==> config.mk <==
export PLATFORM = sky130hd
export DESIGN_NAME = tcw_cursor
export DESIGN_NICKNAME = d
export VERILOG_FILES = /design/src/tcw_pkg.sv /design/src/tcw_cursor.sv
export SDC_FILE = /design/constraint.sdc
export NUM_CORES = 1
export LEC_CHECK = 0
export BUFFER_PORTS_ARGS = -buffer_cell sky130_fd_sc_hd__buf_2
export CAP_MARGIN = 20
export CORE_MARGIN = 5
export CORE_UTILIZATION = 50
export CTS_BUF_LIST = sky130_fd_sc_hd__clkbuf_8
export DETAILED_ROUTE_END_ITERATION = 8
export GPL_TIMING_DRIVEN = 0
export PLACE_DENSITY_LB_ADDON = 0.12
export SKIP_LAST_GASP = 1
export SYNTH_ARGS = -nofsm -noshare
export SYNTH_HDL_FRONTEND = slang
export SYNTH_SLANG_ARGS = --single-unit
==> constraint.sdc <==
create_clock -name clk -period 7.7 [get_ports clk]
set_clock_uncertainty 0.15 [all_clocks]
set_input_delay 0.77 -clock clk [delete_from_list [all_inputs] [get_ports clk]]
set_output_delay 0.77 -clock clk [all_outputs]
set_load 0.05 [all_outputs]
==> src/tcw_pkg.sv <==
// Shared types and constants of the text console writer.
package tcw_pkg;

  localparam int COL_W  = 7;
  localparam int ROW_W  = 5;
  localparam int LIN_W  = 11;
  localparam int CHAR_W = 8;
  localparam int CELL_W = 16;

  // Command codes.
  localparam logic [1:0] CMD_PUT   = 2'd0;
  localparam logic [1:0] CMD_SET   = 2'd1;
  localparam logic [1:0] CMD_CLEAR = 2'd2;
  localparam logic [1:0] CMD_READ  = 2'd3;

  // Configuration register indexes.
  localparam logic REG_DISP = 1'b0;
  localparam logic REG_ATTR = 1'b1;

  localparam logic [7:0] CH_NL        = 8'd10;
  localparam logic [7:0] CH_CR        = 8'd13;
  localparam logic [7:0] CH_SPACE     = 8'h20;
  localparam logic [7:0] ATTR_DEFAULT = 8'h07;

  typedef struct packed {
    logic [COL_W-1:0] col;
    logic [ROW_W-1:0] row;
  } cur_pos_t;

  // Cursor update request for one accepted item.
  typedef struct packed {
    logic              upd;
    logic              is_put;
    logic [1:0]        term;
    logic [CHAR_W-1:0] ch;
    logic [7:0]        pos_col;
    logic [5:0]        pos_row;
  } cur_req_t;

  // What a put does to the cell store.
  typedef struct packed {
    cur_pos_t old;
    logic     wr_char;
    logic     scroll;
  } cur_plan_t;

endpackage

==> src/tcw_cursor.sv <==
// Per-terminal cursor registers and the cursor arithmetic for put and set.
module tcw_cursor #(
  parameter int ROWS  = 25,
  parameter int COLS  = 80,
  parameter int TERMS = 3
) (
  input  logic                 clk,
  input  logic                 rst_n,
  input  tcw_pkg::cur_req_t    req,
  input  logic [1:0]           rd_term,
  output tcw_pkg::cur_plan_t   plan,
  output tcw_pkg::cur_pos_t    rd_pos
);

  localparam int TAW   = (TERMS > 1) ? $clog2(TERMS) : 1;
  localparam int SLOTS = 2**TAW;

  tcw_pkg::cur_pos_t pos_r [SLOTS];

  tcw_pkg::cur_pos_t old_pos;
  tcw_pkg::cur_pos_t put_pos;
  tcw_pkg::cur_pos_t set_pos;
  tcw_pkg::cur_pos_t new_pos;
  logic              nl;
  logic              scroll;
  logic [7:0]        col_inc;
  logic [5:0]        row_inc;
  logic [5:0]        row_next;
  logic [8:0]        sc;
  logic [6:0]        sr;
  logic              set_ok;

  always_comb begin
    old_pos  = pos_r[req.term[TAW-1:0]];
    nl       = (req.ch == tcw_pkg::CH_NL) || (req.ch == tcw_pkg::CH_CR);
    col_inc  = {1'b0, old_pos.col} + 8'd1;
    row_inc  = {1'b0, old_pos.row} + 6'd1;
    put_pos  = old_pos;
    scroll   = 1'b0;
    priority if (nl) begin
      put_pos.col = '0;
      row_next    = row_inc;
    end else if (col_inc >= 8'(COLS)) begin
      put_pos.col = '0;
      row_next    = row_inc;
    end else begin
      put_pos.col = col_inc[6:0];
      row_next    = {1'b0, old_pos.row};
    end
    if (row_next >= 6'(ROWS)) begin
      scroll      = 1'b1;
      put_pos.row = 5'(ROWS - 1);
      put_pos.col = '0;
    end else begin
      put_pos.row = row_next[4:0];
    end

    // A negative column means the last column of the row above.
    sc = {req.pos_col[7], req.pos_col};
    sr = {req.pos_row[5], req.pos_row};
    if (sc[8]) begin
      sr = sr - 7'd1;
      sc = 9'(COLS - 1);
    end
    set_ok  = !sc[8] && (sc[7:0] < 8'(COLS)) && !sr[6] && (sr[5:0] < 6'(ROWS));
    set_pos = set_ok ? tcw_pkg::cur_pos_t'{col: sc[6:0], row: sr[4:0]} : old_pos;
    new_pos = req.is_put ? put_pos : set_pos;

    plan.old     = old_pos;
    plan.wr_char = !nl;
    plan.scroll  = scroll;
    rd_pos       = pos_r[rd_term[TAW-1:0]];
  end

  always_ff @(posedge clk) begin
    if (!rst_n) begin
      for (int i = 0; i < SLOTS; i++) begin
        pos_r[i] <= '0;
      end
    end else if (req.upd) begin
      pos_r[req.term[TAW-1:0]] <= new_pos;
    end
  end

  // A cursor that gets updated was always on the screen.
  a_cursor_in_range: assert property (@(posedge clk) disable iff (!rst_n)
    req.upd |-> (old_pos.row <= 5'(ROWS - 1)) && ({1'b0, old_pos.col} < 8'(COLS)))
    else $error("cursor left the screen");

endmodule
## Yosys cells after proc, flatten, opt, wreduce, memory -nomap -nowiden

Memories as Yosys holds them, arrays and structs flattened.
Index checks and enable logic that the tools add are counted.

- Bits in registers: 0
- Bits in writable memories: 48
- Input bits: 30
- Output and inout port bits: 26
- Word-level logic and storage cells: 36
- Memories kept: 1

Memory list:

| name | depth | width | rd ports | clocked after memory_dff | write ports | line | source |
|---|---|---|---|---|---|---|---|
| pos_r | 4 | 12 | 2 | 0 | 4 | tcw_cursor.sv:18 | `tcw_pkg::cur_pos_t pos_r [SLOTS];` |

- Add/sub/neg operators: 3
- Order comparisons: 4
- Equality and inequality tests: 2
- Mux-type cells: 18
- Reduce and logical (&&, ||, !) cells: 8

Operators with widths:

| operator | number |
|---|---|
| $mux W12 | 3 |
| $mux W7 | 5 |
| $eq A8 B4 Y1 const B | 2 |
| $mux W6 | 2 |
| $reduce_or A12 Y1 | 1 |
| $add A7 B1 Y8 const B | 1 |
| $ge A8 B7 Y1 const B | 1 |
| $lt A8 B7 Y1 const B | 1 |
| $sub A6 B2 Y7 const B | 1 |
| $add A5 B1 Y6 const B | 1 |
| $ge A6 B5 Y1 const B | 1 |
| $lt A6 B5 Y1 const B | 1 |
| $mux W1 | 6 |
| $mux W5 | 1 |
| $logic_and A1 B1 Y1 | 3 |
| $logic_not A1 Y1 | 2 |
| $mux W2 | 1 |
| $logic_not A1 Y1 const A | 1 |
| $logic_or A1 B1 Y1 | 1 |

## Longest topological paths before layout

An unclocked memory read counts as a cell.

- Depth after elaboration: 9
- Depth in mapped cells: 13
- Mapped depth without buffers: 10

## Least setup slack after synthesis

OpenSTA, ideal clock, no wires.

- Path kind: input-to-output
- Start point: in req[22] in the netlist's numbering
- End point: out plan[0] in the netlist's numbering
- Data arrival time: 3.300 ns
- Setup slack: 3.480 ns
- Stages: 10
- Cell sequence: mux4_1 > ha_1 > a31o_1 > o211ai_1 > o211ai_2 > a21bo_1 > o221a_4 > buf_6 > inv_4 > buf_4

- Longest elaborated chain between the ends: 7
- Elaborated cells on any way between the ends: 8

RTL lines:

| element | line | source |
|---|---|---|
| start, declared | tcw_cursor.sv:9 | `input tcw_pkg::cur_req_t req,` |
| $mem_v2 Z4 W12 (*) | n/a |  |
| $add A7 B1 Y8 | tcw_cursor.sv:36 | `col_inc = {1'b0, old_pos.col} + 8'd1;` |
| $ge A8 B7 Y1 | tcw_cursor.sv:43 | `end else if (col_inc >= 8'(COLS)) begin` |
| $mux W6 | tcw_cursor.sv:43 |  |
| $mux W6 (*) | tcw_cursor.sv:40 | `priority if (nl) begin` |
| $ge A6 B5 Y1 (*) | tcw_cursor.sv:50 | `if (row_next >= 6'(ROWS)) begin` |
| $mux W1 (*) | tcw_cursor.sv:50 |  |
| end, declared | tcw_cursor.sv:11 | `output tcw_pkg::cur_plan_t plan,` |

Every way passes the cells marked *; elsewhere a longest branch is shown, timed or not.

## Worst setup path in the final report

Ends and elaborated chain as after synthesis.

==> impl_results.md <==
- Maximum clock rate: 0.221 GHz
- Post-synth top area share: 0.429
- Met2 routed WL: 4.08 mm
- CTS buffer count: 5
- Hold-fix buffer count after cts: 0
- Vias in the first global route: 2585
- CP Max Fanout: 11
- Die X-Extent: 92.0 um
- Status: complete, no violations
- Top FF cell, synth: edfxtp_1
- CP cell instances: buf_2 -> buf_6 -> mux4_2 -> buf_6 -> ha_1 -> nand2b_1 -> o22ai_1 -> a31oi_2 -> o32ai_1 -> o21ai_0 -> o221a_4 -> buf_6 -> inv_4 -> buf_4 -> buf_2
- Relative max-transition margin: 0.360
- Core Area: 6460 um2
- Setup crit end kind: output port
- Slew Viols, Final: 0
- Wire length on met3: 717 um
- Crit-path slowest cell: mux4_2
- Die H: 92.0 um
- Worst VDD drop: 125 uV
- Post-synthesis sequential area ratio: 0.429
- Cell area after synthesis: 3360 um2
- Worst Setup Start Kind: input pin
- Total power draw: 0.669 mW
- DR vias/cell: 6.13
- Total GRT Usage: 0.205
- # Post-CTS Setup Buffers: 0
- CP top delay family: buffers and inverters
- Leakage: 1.47 nW
- Tmin final: around 4.5 ns
- P per Cell Area: about 180 nW/um2
- PortBufs: 53
- DR vias: around 2700
- Share of layout cells above drive strength 1: 0.285
- Ranking of synthesized cells by area: edfxtp_1, mux4_2, nand2_1
- Synth cell count leaders: edfxtp_1, nand2_1, nor2_1, mux4_2, a21oi_1
- Clock sink count: 48
- WP buf/inv: 7
- Top cell by count, worst path: buf_6
- Routed len/inst: between 15 and 20 um
- Ant. Diodes: 0
- Antenna violations before repair: 0
- CTS Buffer Depth: 2
- RD Place Congestion: 0.788
- Post-cts sizing count: 0
- Drt initial violations: between 100 and 150
- Worst Path Required: 6.78 ns
- Final nets: 398
- Worst path max stage delay: around 0.54 ns
- Final setup TNS: 0 ns
- Post-route antenna net violation count: 0
- DP Worst Slack: around 3.2 ns
- Largest net degree at the start of global routing: 16
- Clock latency on the worst-skew pair: between 0.3 and 0.4 ns
- Mean Syn Cell Area: 11.1 um2
- Detailed placement HPWL: 6.44 mm
- MaxCap Viol Count: 0
- Grt ovf: 0
- Post-Syn Instances: 303
- First-pass DRT Iterations: 6
- Hold slack: 0.885 ns
- Post-synthesis register bit count: between 40 and 50
- Final Hold Vio Count: 0
- Critical path arrival: 3.59 ns
- Regs by FF count: pos_r: 48 flops
- Hold Path Class: in2reg
- First-pass GRT wire length: 13.5 mm
- DRT Wirelength: 8.54 mm
- Top Ports: 56
- Max layer used: met4
- Period utilization: 0.586
- Max reg flops: 48
- Yosys warnings: 0
- PnR worst setup slack: 3.19 ns
- Initial core utilization: 0.521
- Synth area leader: edfxtp_1
- CTS tree: yes
- Root buf cell: clkbuf_8
- H-tree depth: 2
- DRC violations left: 0
- P&R area growth vs syn: 13.7%
- Post-Syn Nets: ~340
- Setup violators final: 0
- Clk slew on worst S/H paths: 0.10 ns
- Post-synth EDFFs: between 40 and 50
- Most instantiated library cell after synthesis: edfxtp_1
- FP Rows: 29
- Util after Layout: 0.592
- Biggest register: pos_r
- Die area: between 8000 and 9000 um2
- RSZ-0062 raised after global routing: no
- FFs w/ async S/R, synth: 0
- Pin slew with the least headroom to its limit: roughly 0.96 ns
- Yosys cell types: 56
- Critical path type: in2out
- WL met1: 3.65 mm
==> stage by stage <==
| step | instances | area [um2] |
|---|---|---|
| 6_report | 442 | 3820 |
| 5_1_grt | 442 | 3820 |
| 4_1_cts | 442 | 3820 |
| 3_5_place_dp | 434 | 3740 |
| 3_3_place_gp | 433 | 3720 |
| 2_1_floorplan | 303 | 3360 |
==> kinds of logic (layout without fill, tap and decap cells) <==
kind of cell	Yosys count	count (layout)	share of synthesized area
XOR/XNOR	10	10	0.0260
AND/OR/NAND/NOR	119	119	0.174
adder cells (fa/ha/maj)	4	4	0.0149
buffers and inverters	36	98	0.0528
AO/OA/AOI/OAI	55	55	0.121
flip-flops	48	48	0.429
multiplexers	31	31	0.183
==> path summary, 6_finish.rpt <==
check	from	endpoint	slack [ns]	cells past startpoint
worst max-delay path	req[22]	plan[0]	3.19	15
worst min-delay path	req[25]	pos_r[1][1]	0.88	4
worst max register to register	pos_r[1][0]	pos_r[1][2]	4.37	12
worst min register to register	pos_r[2][1]	pos_r[2][1]	0.97	3
==> worst reg2reg max path, cell delays in order (launching register included) <==
cell	delay (ns)
edfxtp_1	0.42
mux4_2	0.49
buf_6	0.16
ha_1	0.25
nand2b_1	0.09
o22ai_1	0.12
a31oi_2	0.23
o32ai_1	0.12
o21ai_0	0.25
o221a_4	0.22
buf_6	0.13
inv_4	0.07
o41ai_1	0.40
==> layout make-up <==
cell class | count | area [um2]
plain buffers | 22 | 123
clock buffers | 5 | 68.8
clock inverters | 3 | 17.5
fillers | 571 | 2640
inverters | 14 | 55.1
multi-input cells | 219 | 1740
flip-flops and latches | 48 | 1440
well taps | 77 | 96.3
repair buffers | 54 | 277
==> metal layers <==
metal,vias up,GRT usage
li1,1286,-
met1,1300,0.277
met2,116,0.344
met3,8,0.0442
met4,0,0.0408
met5,-,0
==> where the power goes <==
part | internal [mW] | total [mW] | switching (mW)
Combinational | 0.0695 | 0.207 | 0.138
Sequential | 0.303 | 0.310 | 0.00689
Clock | 0.0636 | 0.152 | 0.0880
==> cell usage in the layout (no fill, tap or decap), types with 10 or more instances in the layout <==
cell type,synthesis,final
a21oi_1,14,14
buf_2,5,58
clkbuf_1,10,10
edfxtp_1,48,48
inv_1,13,13
mux4_2,23,23
nand2_1,37,37
nor2_1,31,31
nor3_1,10,10
Power figures use the tool's default switching activity.
